===== src/hw/rtl/prls_pkg.sv =====
// Shared widths and controller/datapath interface types for the load summary.
`timescale 1ns / 1ps
package prls_pkg;

  localparam int COST_W    = 32;
  localparam int RANK_W    = 6;
  localparam int CNT_W     = 7;
  localparam int TOT_W     = 40;
  localparam int GT_W      = 46;
  localparam int DIV_CNT_W = $clog2(GT_W);

  typedef struct packed {
    logic accept;
    logic upd;
    logic gadd;
    logic div_start;
    logic emit_rd;
    logic emit_load;
    logic emit_next;
    logic clear;
  } prls_cmd_t;

  typedef struct packed {
    logic last_item;
    logic div_done;
    logic out_taken;
    logic emit_last;
  } prls_stat_t;

endpackage


===== src/hw/rtl/prls_div.sv =====
// Restoring divider, one quotient bit per cycle: grand total over rank count.
`timescale 1ns / 1ps
module prls_div
  import prls_pkg::*;
(
  input  logic             clk,
  input  logic             rst_n,
  input  logic             start,
  input  logic [GT_W-1:0]  dividend,
  input  logic [CNT_W-1:0] divisor,
  output logic             done,
  output logic [GT_W-1:0]  quotient
);

  logic                 busy_r, busy_nxt;
  logic                 done_r, done_nxt;
  logic [DIV_CNT_W-1:0] cnt_r, cnt_nxt;
  logic [CNT_W-1:0]     rem_r, rem_nxt;
  logic [GT_W-1:0]      dq_r, dq_nxt;
  logic [CNT_W:0]       trial;
  logic [CNT_W:0]       dvs_ext;
  logic                 ge;

  assign trial   = {rem_r, dq_r[GT_W-1]};
  assign dvs_ext = {1'b0, divisor};
  assign ge      = (trial >= dvs_ext);

  always_comb begin
    busy_nxt = busy_r;
    done_nxt = 1'b0;
    cnt_nxt  = cnt_r;
    rem_nxt  = rem_r;
    dq_nxt   = dq_r;
    if (start) begin
      busy_nxt = 1'b1;
      cnt_nxt  = DIV_CNT_W'(GT_W - 1);
      rem_nxt  = '0;
      dq_nxt   = dividend;
    end else if (busy_r) begin
      rem_nxt = ge ? CNT_W'(trial - dvs_ext) : trial[CNT_W-1:0];
      dq_nxt  = {dq_r[GT_W-2:0], ge};
      cnt_nxt = cnt_r - 1'b1;
      if (cnt_r == '0) begin
        busy_nxt = 1'b0;
        done_nxt = 1'b1;
      end
    end
  end

  always_ff @(posedge clk) begin
    if (!rst_n) begin
      busy_r <= 1'b0;
      done_r <= 1'b0;
      cnt_r  <= '0;
    end else begin
      busy_r <= busy_nxt;
      done_r <= done_nxt;
      cnt_r  <= cnt_nxt;
    end
  end

  always_ff @(posedge clk) begin
    rem_r <= rem_nxt;
    dq_r  <= dq_nxt;
  end

  assign done     = done_r;
  assign quotient = dq_r;

endmodule


===== src/hw/rtl/prls_dp.sv =====
// Datapath: rank total memory, running total and max, divider, result register.
`timescale 1ns / 1ps
module prls_dp
  import prls_pkg::*;
#(
  parameter int MAX_RANKS = 64
) (
  input  logic              clk,
  input  logic              rst_n,
  input  prls_cmd_t         cmd,
  output prls_stat_t        stat,
  input  logic              cfg_wr_en,
  input  logic [CNT_W-1:0]  cfg_wr_data,
  input  logic [COST_W-1:0] in_block_cost,
  input  logic [RANK_W-1:0] in_rank_id,
  input  logic              in_last_block,
  output logic              out_valid,
  input  logic              out_stall,
  output logic [RANK_W-1:0] out_rank_index,
  output logic [TOT_W-1:0]  out_rank_time,
  output logic [TOT_W-1:0]  out_max_time,
  output logic [TOT_W-1:0]  out_average_time,
  output logic              out_bad_rank_seen,
  output logic              out_last_result
);

  localparam int RANK_LIMIT = (MAX_RANKS < 64) ? MAX_RANKS : 64;
  localparam int AW         = (RANK_LIMIT > 1) ? $clog2(RANK_LIMIT) : 1;
  localparam int MEM_D      = 1 << AW;

  logic [TOT_W-1:0]  mem [MEM_D];
  logic [MEM_D-1:0]  vld_r;
  logic [TOT_W-1:0]  rd_data_r;
  logic              rd_vld_r;
  logic [AW-1:0]     rd_addr;

  logic [CNT_W-1:0]  n_r, n_nxt;
  logic [COST_W-1:0] cost_r;
  logic [RANK_W-1:0] rank_r;
  logic              last_r;
  logic [AW-1:0]     k_r;
  logic [GT_W-1:0]   grand_r;
  logic [TOT_W-1:0]  largest_r;
  logic              flag_r;
  logic [TOT_W-1:0]  delta_r;

  logic [TOT_W-1:0]  old_val;
  logic [TOT_W:0]    sum_raw;
  logic [TOT_W-1:0]  sum_sat;
  logic [TOT_W-1:0]  headroom;
  logic [TOT_W-1:0]  cost_ext;
  logic              bad;
  logic [GT_W:0]     gsum;
  logic              emit_last;
  logic [GT_W-1:0]   quotient;
  logic              div_done;

  logic              out_valid_r;
  logic [RANK_W-1:0] out_idx_r;
  logic [TOT_W-1:0]  out_time_r;
  logic [TOT_W-1:0]  out_max_r;
  logic [TOT_W-1:0]  out_avg_r;
  logic              out_bad_r;
  logic              out_last_r;

  always_comb begin
    n_nxt = cfg_wr_data;
    if (cfg_wr_data == '0) begin
      n_nxt = CNT_W'(1);
    end else if (cfg_wr_data > CNT_W'(RANK_LIMIT)) begin
      n_nxt = CNT_W'(RANK_LIMIT);
    end
  end

  assign rd_addr  = cmd.emit_rd ? k_r : in_rank_id[AW-1:0];
  assign old_val  = rd_vld_r ? rd_data_r : '0;
  assign cost_ext = TOT_W'(cost_r);
  assign sum_raw  = {1'b0, old_val} + {1'b0, cost_ext};
  assign sum_sat  = sum_raw[TOT_W] ? {TOT_W{1'b1}} : sum_raw[TOT_W-1:0];
  assign headroom = ~old_val;
  assign bad      = ({1'b0, rank_r} >= n_r);
  assign gsum     = {1'b0, grand_r} + {1'b0, GT_W'(delta_r)};
  assign emit_last = (CNT_W'(k_r) == (n_r - CNT_W'(1)));

  // rank total storage
  always_ff @(posedge clk) begin
    if (cmd.upd && !bad) begin
      mem[rank_r[AW-1:0]] <= sum_sat;
    end
    if (cmd.accept || cmd.emit_rd) begin
      rd_data_r <= mem[rd_addr];
    end
  end

  always_ff @(posedge clk) begin
    if (!rst_n) begin
      n_r       <= CNT_W'(RANK_LIMIT);
      vld_r     <= '0;
      rd_vld_r  <= 1'b0;
      grand_r   <= '0;
      largest_r <= '0;
      flag_r    <= 1'b0;
      k_r       <= '0;
      last_r    <= 1'b0;
    end else begin
      if (cmd.accept || cmd.emit_rd) begin
        rd_vld_r <= vld_r[rd_addr];
      end
      if (cmd.accept) begin
        last_r <= in_last_block;
      end
      if (cmd.upd) begin
        if (bad) begin
          flag_r <= 1'b1;
        end else begin
          vld_r[rank_r[AW-1:0]] <= 1'b1;
          if (sum_sat > largest_r) begin
            largest_r <= sum_sat;
          end
        end
      end
      if (cmd.gadd) begin
        grand_r <= gsum[GT_W] ? {GT_W{1'b1}} : gsum[GT_W-1:0];
      end
      if (cmd.emit_next) begin
        k_r <= k_r + 1'b1;
      end
      if (cfg_wr_en) begin
        n_r <= n_nxt;
      end
      if (cfg_wr_en || cmd.clear) begin
        vld_r     <= '0;
        grand_r   <= '0;
        largest_r <= '0;
        flag_r    <= 1'b0;
        k_r       <= '0;
      end
    end
  end

  always_ff @(posedge clk) begin
    if (cmd.accept) begin
      cost_r <= in_block_cost;
      rank_r <= in_rank_id;
    end
    if (cmd.upd) begin
      if (bad) begin
        delta_r <= '0;
      end else begin
        delta_r <= (cost_ext > headroom) ? headroom : cost_ext;
      end
    end
  end

  prls_div u_div (
    .clk      (clk),
    .rst_n    (rst_n),
    .start    (cmd.div_start),
    .dividend (grand_r),
    .divisor  (n_r),
    .done     (div_done),
    .quotient (quotient)
  );

  // result register
  always_ff @(posedge clk) begin
    if (!rst_n) begin
      out_valid_r <= 1'b0;
    end else if (cmd.emit_load) begin
      out_valid_r <= 1'b1;
    end else if (out_valid_r && !out_stall) begin
      out_valid_r <= 1'b0;
    end
  end

  always_ff @(posedge clk) begin
    if (cmd.emit_load) begin
      out_idx_r  <= RANK_W'(k_r);
      out_time_r <= old_val;
      out_max_r  <= largest_r;
      out_avg_r  <= quotient[TOT_W-1:0];
      out_bad_r  <= flag_r;
      out_last_r <= emit_last;
    end
  end

  assign stat.last_item = last_r;
  assign stat.div_done  = div_done;
  assign stat.out_taken = out_valid_r && !out_stall;
  assign stat.emit_last = emit_last;

  assign out_valid         = out_valid_r;
  assign out_rank_index    = out_idx_r;
  assign out_rank_time     = out_time_r;
  assign out_max_time      = out_max_r;
  assign out_average_time  = out_avg_r;
  assign out_bad_rank_seen = out_bad_r;
  assign out_last_result   = out_last_r;

endmodule


===== src/hw/rtl/prls_ctrl.sv =====
// Controller state machine: accumulate, divide, then step through the ranks.
`timescale 1ns / 1ps
module prls_ctrl
  import prls_pkg::*;
(
  input  logic       clk,
  input  logic       rst_n,
  input  logic       in_valid,
  output logic       in_stall,
  output prls_cmd_t  cmd,
  input  prls_stat_t stat
);

  typedef enum logic [7:0] {
    S_IDLE   = 8'b0000_0001,
    S_UPD    = 8'b0000_0010,
    S_GADD   = 8'b0000_0100,
    S_DSTART = 8'b0000_1000,
    S_DWAIT  = 8'b0001_0000,
    S_ERD    = 8'b0010_0000,
    S_EOUT   = 8'b0100_0000,
    S_EWAIT  = 8'b1000_0000
  } state_t;

  state_t state_r, state_nxt;

  always_comb begin
    state_nxt = state_r;
    cmd       = '0;
    case (state_r)
      S_IDLE: begin
        if (in_valid) begin
          cmd.accept = 1'b1;
          state_nxt  = S_UPD;
        end
      end
      S_UPD: begin
        cmd.upd   = 1'b1;
        state_nxt = S_GADD;
      end
      S_GADD: begin
        cmd.gadd  = 1'b1;
        state_nxt = stat.last_item ? S_DSTART : S_IDLE;
      end
      S_DSTART: begin
        cmd.div_start = 1'b1;
        state_nxt     = S_DWAIT;
      end
      S_DWAIT: begin
        if (stat.div_done) begin
          state_nxt = S_ERD;
        end
      end
      S_ERD: begin
        cmd.emit_rd = 1'b1;
        state_nxt   = S_EOUT;
      end
      S_EOUT: begin
        cmd.emit_load = 1'b1;
        state_nxt     = S_EWAIT;
      end
      S_EWAIT: begin
        if (stat.out_taken) begin
          if (stat.emit_last) begin
            cmd.clear = 1'b1;
            state_nxt = S_IDLE;
          end else begin
            cmd.emit_next = 1'b1;
            state_nxt     = S_ERD;
          end
        end
      end
      default: begin
        state_nxt = S_IDLE;
      end
    endcase
  end

  always_ff @(posedge clk) begin
    if (!rst_n) begin
      state_r <= S_IDLE;
    end else begin
      state_r <= state_nxt;
    end
  end

  assign in_stall = (state_r != S_IDLE) || !rst_n;

endmodule


===== src/hw/rtl/per_rank_load_summary.sv =====
// Top level of the per-rank load summary: controller plus datapath.
//
//   port group | direction | contents
//   in_*       | in        | block_cost, rank_id, last_block; valid/stall
//   out_*      | out       | one result per rank after a last item; valid/stall
//   cfg_*      | in        | rank_count write, no read-back
//
// Each item runs through accept, memory read-modify-write and total add in turn,
// a sequence set by the single-port rank total memory with registered read.
// A last item then starts the bit-serial division of the grand total, followed
// for each result by a memory read, a load and the hand-off.
// Reset is synchronous; rank totals are tracked by per-entry valid bits, so no
// clearing pass is needed. in_stall is high in reset and while an item or
// result run is open.
`timescale 1ns / 1ps
module per_rank_load_summary
  import prls_pkg::*;
#(
  parameter int MAX_RANKS = 64
) (
  input  logic              clk,
  input  logic              rst_n,
  input  logic              cfg_wr_en,
  input  logic [CNT_W-1:0]  cfg_wr_data,
  input  logic              in_valid,
  output logic              in_stall,
  input  logic [COST_W-1:0] in_block_cost,
  input  logic [RANK_W-1:0] in_rank_id,
  input  logic              in_last_block,
  output logic              out_valid,
  input  logic              out_stall,
  output logic [RANK_W-1:0] out_rank_index,
  output logic [TOT_W-1:0]  out_rank_time,
  output logic [TOT_W-1:0]  out_max_time,
  output logic [TOT_W-1:0]  out_average_time,
  output logic              out_bad_rank_seen,
  output logic              out_last_result
);

  prls_cmd_t  cmd;
  prls_stat_t stat;

  prls_ctrl u_ctrl (
    .clk      (clk),
    .rst_n    (rst_n),
    .in_valid (in_valid),
    .in_stall (in_stall),
    .cmd      (cmd),
    .stat     (stat)
  );

  prls_dp #(
    .MAX_RANKS (MAX_RANKS)
  ) u_dp (
    .clk               (clk),
    .rst_n             (rst_n),
    .cmd               (cmd),
    .stat              (stat),
    .cfg_wr_en         (cfg_wr_en),
    .cfg_wr_data       (cfg_wr_data),
    .in_block_cost     (in_block_cost),
    .in_rank_id        (in_rank_id),
    .in_last_block     (in_last_block),
    .out_valid         (out_valid),
    .out_stall         (out_stall),
    .out_rank_index    (out_rank_index),
    .out_rank_time     (out_rank_time),
    .out_max_time      (out_max_time),
    .out_average_time  (out_average_time),
    .out_bad_rank_seen (out_bad_rank_seen),
    .out_last_result   (out_last_result)
  );

endmodule


===== config.mk =====
export PLATFORM = sky130hd
export DESIGN_NAME = per_rank_load_summary
export DESIGN_NICKNAME = d
export VERILOG_FILES = /design/src/hw/rtl/prls_pkg.sv /design/src/hw/rtl/prls_div.sv /design/src/hw/rtl/prls_dp.sv /design/src/hw/rtl/prls_ctrl.sv /design/src/hw/rtl/per_rank_load_summary.sv
export SDC_FILE = /design/constraint.sdc
export NUM_CORES = 2
export LEC_CHECK = 0
export BUFFER_PORTS_ARGS = -buffer_cell sky130_fd_sc_hd__buf_2
export CAP_MARGIN = 20
export CORE_AREA = 2 2 455 457
export DETAILED_ROUTE_END_ITERATION = 12
export DIE_AREA = 0 0 457 459
export GPL_ROUTABILITY_DRIVEN = 0
export PLACE_DENSITY = 0.76
export SLEW_MARGIN = 20
export SYNTH_ARGS = -nofsm -noshare
export SYNTH_HDL_FRONTEND = slang
export SYNTH_HIERARCHICAL = 1
export SYNTH_SLANG_ARGS = --single-unit

===== constraint.sdc =====
create_clock -name clk -period 18.9 [get_ports clk]
set_input_delay 0.945 -clock clk [delete_from_list [all_inputs] [get_ports clk]]
set_output_delay 0.945 -clock clk [all_outputs]
set_load 0.05 [all_outputs]

---- Word level (Yosys, flattened, before mapping) ----
Memory sizes are Yosys's and may differ from the RTL's. A register that Yosys moved wholly into a read port is not among the register bits.
Cells that the tools add are included.
word-level totals
  register bits after elaboration ......... 442
  memory bits (writable) .................. 2,560
  input port bits ......................... 51
  output and inout port bits .............. 130
  logic and storage cells ................. 122
  memories kept ........................... 1
operators by class
  add/sub/neg operators ................... 6
  order comparisons ....................... 8
  eq/ne operators ......................... 13
  mux-type cells .......................... 41
  bitwise gates (word level) .............. 6
  reductions and logical operators ........ 21
memory list
  name      words  bits a word  read ports  clocked after memory_dff  write ports  line           source
  u_dp.mem  64     40           1           1                         1            prls_dp.sv:31  logic [TOT_W-1:0] mem [MEM_D];
operators with widths
  kind                count
  $mux 46             3
  $mux 40             2
  $or 64x64->64       1
  $pmux 8 s8          1
  $add 46x40->47      1
  $add 40x32->41      1
  $gt 32x40->1        1
  $gt 40x40->1        1
  $not 40->40         1
  $mux 32             1
  $mux 6              4
  $mux 8              3
  $mux 7              3
  $mux 1              19
  $lt 6x7->1 const B  2
  $eq 8x1->1 const B  1
  $eq 8x2->1 const B  1
  $eq 8x3->1 const B  1
  $eq 8x4->1 const B  1
  $eq 8x5->1 const B  1
  $eq 8x6->1 const B  1
  $eq 8x7->1 const B  1
  $eq 8x8->1 const B  1
  $ge 8x7->1          1
  26 further kinds    42

---- Longest topological paths before layout ----
  depth in word-level cells ............... 7
  gate-level depth with buffers ........... 28

---- Cells and area by module ----
The synthesis kept the hierarchy.
modules (own cells, without submodules)
  module     times used  cells each  area an instance (µm²)  sequential area each (µm²)
  prls_dp    1           6,528       118,667.6               87,604.0
  prls_div   1           238         3,126.7                 1,681.6
  prls_ctrl  1           53          488.0                   160.2

---- Least setup slack after synthesis ----
Ideal clock, no wire load.
  path kind ............................... reg2reg
  start ................................... reg u_dp.rd_vld_r
  end ..................................... reg u_dp.largest_r[39]
  library setup time ...................... 122 ps
  arrival ................................. 7,770 ps
  data required time ...................... 18,778 ps
  slack ................................... 11,009 ps
  stages on the path, launching flop included .. 27
  path through ............................ dfxtp_1 > buf_4 > clkbuf_1 > clkbuf_1 > and2_1 > ha_1 > clkbuf_1 > a221oi_1 > o32ai_1 > nor3_1 > o21a_1 > nor3_1 > o211ai_1 > a21oi_2 > and3_1 > o21ai_0 > ha_1 > nand4_1 > nor2_1 > and3_1 > nand2_1 > o31ai_1 > a211oi_1 > and2_1 > buf_2 > nand4_1 > o311a_1
between the ends
  longest elaborated chain between the ends .. 5
RTL lines
  what                               line            source
  start: declaration                 prls_dp.sv:34   logic rd_vld_r;
  start signal: assignment           prls_dp.sv:107  rd_vld_r <= vld_r[rd_addr];
  $mux 40 *                          prls_dp.sv:76   assign old_val = rd_vld_r ? rd_data_r : '0;
  named net u_dp.old_val[8]          prls_dp.sv:47   logic [TOT_W-1:0] old_val;
  $add 40x32->41 *                   prls_dp.sv:78   assign sum_raw = {1'b0, old_val} + {1'b0, cost_ext};
  $mux 40 *                          prls_dp.sv:79   assign sum_sat = sum_raw[TOT_W] ? {TOT_W{1'b1}} : sum_raw[TOT_W-1:0];
  named net u_dp.sum_sat[39]         prls_dp.sv:49   logic [TOT_W-1:0] sum_sat;
  $gt 40x40->1                       prls_dp.sv:117  if (sum_sat > largest_r) begin
  $reduce_and 3->1 (no source line)  -
  end signal: assignment             prls_dp.sv:118  largest_r <= sum_sat;
  end: declaration                   prls_dp.sv:43   logic [TOT_W-1:0] largest_r;
The timed path passes the listed nets; every way through them passes the cells marked *.
A chain may end at the register's enable or synchronous reset.

==> metrics.md <==
| Metric | Value |
|---|---|
| Leakage power | `44.70 nW` |
| Total power | `0.01494 W` |
| Area Growth Syn to Fin | `11.77%` |
| Crit path capture type | `flip-flop` |
| Most Used Layer, Global Route | `met2` |
| Standard-cell rows | `167` |
| Tightest Hold Check Type | `primary input to flip-flop` |
| CP max FO | `109` |
| Top Family by Delay on Critical Path | `buffers and inverters` |
| Commonest non-fill, non-tap cell in the layout | `edfxtp_1` |
| Least-Margin Pin Slew | `1.230 ns` |
| Post-DP HPWL | `179.1 mm` |
| Cell Area, Synth | `0.1223 sq mm` |
| Reg2reg start | `u_ctrl/state_r[0]` |
| Total grt overflow | `0` |
| Routed Antenna Nets | `0` |
| DRC violations left | `0` |
| Power share of the sequential group | `52.0%` |
| CP Launch Type | `flip-flop` |
| Top cell by count, worst path | `buf_4` |
| Clock Power Share | `39.4%` |
| Final critical-path share of the clock period | `41.65%` |
| Area of the die | `0.2098 sq mm` |
| Initial antenna violation count | `23` |
| Crit Path Class | `flip-flop to flip-flop` |
| Core ar. | `0.2056 sq mm` |
| Avg Synthesized Cell Area | `17.93 sq um` |
| Final setup violation count | `0` |
| Ys async rst share | `0%` |
| Cell Pwr Density | `109.3 mW/mm^2` |
| Die X | `457 um` |
| RSZ-0062 raised after global routing | `no` |
| Clk buf depth | `4` |
| Crit path largest cell delay | `0.94 ns` |
| Setup TNS | `0 ns` |
| Layout cells sized above 1 | `22.96%` |
| Resize count post-CTS | `0` |
| Cts bufs inserted | `305` |
| Count of flip-flops with a built-in enable after synthesis | `2852` |
| Final Hold Vio Count | `0` |
| HP Start | `in_block_cost[6]` |
| Global-route wire length before repair | `481.8 mm` |
| Skew-Pair Late Insertion Delay | `0.96 ns` |
| Hold buffers post-CTS | `0` |
| Worst setup path startpoint | `u_ctrl/state_r[0]` |
| Status | `finished clean` |
| Min cycle time layout | `7.873 ns` |
| CTS tree | `built` |
| Met2 GRT Util | `49.60%` |
| IO Pins | `181` |
| Vias | `69330` |
| Slowest CP cell | `and4b_1` |
| Crit path arrival time | `8.48 ns` |
| Clock Pin Slew Worst Setup and Hold Paths | `0.06 ns` |
| Top_reg_cell synth | `edfxtp_1` |
| Met1 global-route usage | `42.77%` |
| Max VDD drop | `0.0001031 V` |
| Max Cap Viol | `0` |
| Largest net degree at the start of global routing | `137` |
| Switching Fraction | `23.33%` |
| CP bufs+invs | `4` |
| Fmax | `127.0 MHz` |
| Met3 Use GR | `7.927%` |
| First-pass DRT Iterations | `6` |
| Number of global-route vias before repair | `68120` |
| Placed cells | `9504` |
| WL final | `340.1 mm` |
| Layout Skew | `0.06477 ns` |
| Cell variety after synth | `103` |
| NetSw | `0.003486 W` |
| Clock sink count | `3042` |
| Max-slew violations | `0` |
| Final nets | `7290` |
| WL/cell | `33.84 um` |
| Commonest cells after routing, fill and taps aside | `2852 x edfxtp_1, 746 x nand2_1, 656 x mux4_2` |
| CP cell instances | `nor4_4, and4b_1, mux2i_4, buf_4, buf_4, buf_12, buf_4, mux4_2, nand2_1, a311oi_1, a311oi_1, a21oi_1` |
| Postcts setup bufs | `0` |
| Relative slew slack | `18.01%` |
| Comb power frac | `8.6%` |
| Post-layout instance count excluding filler cells | `10050` |
| Post-synthesis sequential area ratio | `73.15%` |
| Gate Count Post-Synth | `6819` |
| Port Buffers | `180` |
| Setup slack after layout | `11.03 ns` |
| CP required | `19.51 ns` |
| Die H | `459 um` |
| Clock root cell | `clkbuf_16` |
| Yosys reg bits | `3042` |
| DRT iter0 DRCs | `11090` |
| Total GRT Usage | `32.34%` |
| Post-Place Worst Slack | `10.97 ns` |
| Ys Warns | `6` |
| Pint | `0.01146 W` |
| Worst hold slack | `0.1922 ns` |
| Vias per cell | `6.898` |
| Starting Density | `59.47%` |
| # H-tree levels | `5` |
## cell families (layout without fill, tap and decap cells)
family	count (synthesis)	count (layout)	synth area share [%]
other	1	28	0.003067
AOI/OAI and AO/OA	758	758	4.368
adders and majority gates	132	132	1.368
and+or+nand+nor	1595	1595	5.931
buffers and inverters	481	981	1.875
DFF	3042	3042	73.15
muxes	714	714	12.62
xor gates and xnor gates	96	96	0.6876
## layout make-up
class / instances / area [sq um]
antenna: 20 / 50.05
inverter: 103 / 386.6
multi-input combinational: 3303 / 31470
tap: 2704 / 3383
sequential: 3042 / 89450
clock buffer: 397 / 8259
timing repair buffer: 353 / 2382
fill: 12790 / 68930
clock inverter: 128 / 1300
## power by group through the flow
stage	combinational [W]	clock [W]	sequential, W
floorplan	0.000703	0	0.00788
global placement	0.00119	0	0.00790
detailed placement	0.00124	0	0.00790
CTS	0.00126	0.00593	0.00776
global route	0.00134	0.00618	0.00777
finish	0.00129	0.00589	0.00777
## Yosys cell counts, drive strengths merged, types with 39 or more instances
cell,n,share of area (%)
a311oi,125,0.90
nand3,234,0.97
ha,128,1.3
a211oi,55,0.46
o21ai,125,0.53
nand2,775,2.4
and2,56,0.29
nor2,251,0.77
and3,103,0.53
dfxtp,190,3.1
a31oi,90,0.46
a21oi,160,0.67
o21a,65,0.40
inv,103,0.32
xor2,39,0.28
clkbuf,180,0.56
edfxtp,2852,70
mux4,656,12
nor3,41,0.17
buf,197,0.99
xnor2,57,0.41
mux2,50,0.46
## path summary, 6_finish.rpt
check / endpoint / slack, ns / depth (start not counted)
worst min register to register: u_dp/out_max_time[10] / 0.43 / 0
worst max-delay path: u_dp/rd_data_r[9] / 11.03 / 12
worst max register to register: u_dp/rd_data_r[9] / 11.03 / 12
worst min-delay path: u_dp/cost_r[6] / 0.19 / 1
## sequential cells by signal, summed over array words and instances, names as in the netlist, 7 cells and up
register               cells
u_dp/out_max_time         40
u_dp/out_average_time     40
u_dp/delta_r              40
u_dp/mem                2560
u_dp/u_div/rem_r           7
u_dp/grand_r              46
u_dp/vld_r                64
u_dp/rd_data_r            40
u_dp/u_div/quotient       46
u_dp/out_rank_time        40
u_ctrl/state_r             8
u_dp/cost_r               32
u_dp/largest_r            40
u_dp/n_r                   7
## per-stage QoR
stage               utilization, %  cell area [sq um]
floorplan                        -             122300
global placement             61.74             126900
detailed placement           61.77             127000
CTS                          66.42             136600
global route                 66.45             136600
finish                       66.47             136700
## per-layer routing
layer | vias up | wire (um)
li1 | 27790 | -
met5 | - | 343
met2 | 5483 | 156300
met4 | 16 | 22620
met1 | 35150 | 114000
met3 | 887 | 46830
Power figures use the tool's default switching activity.
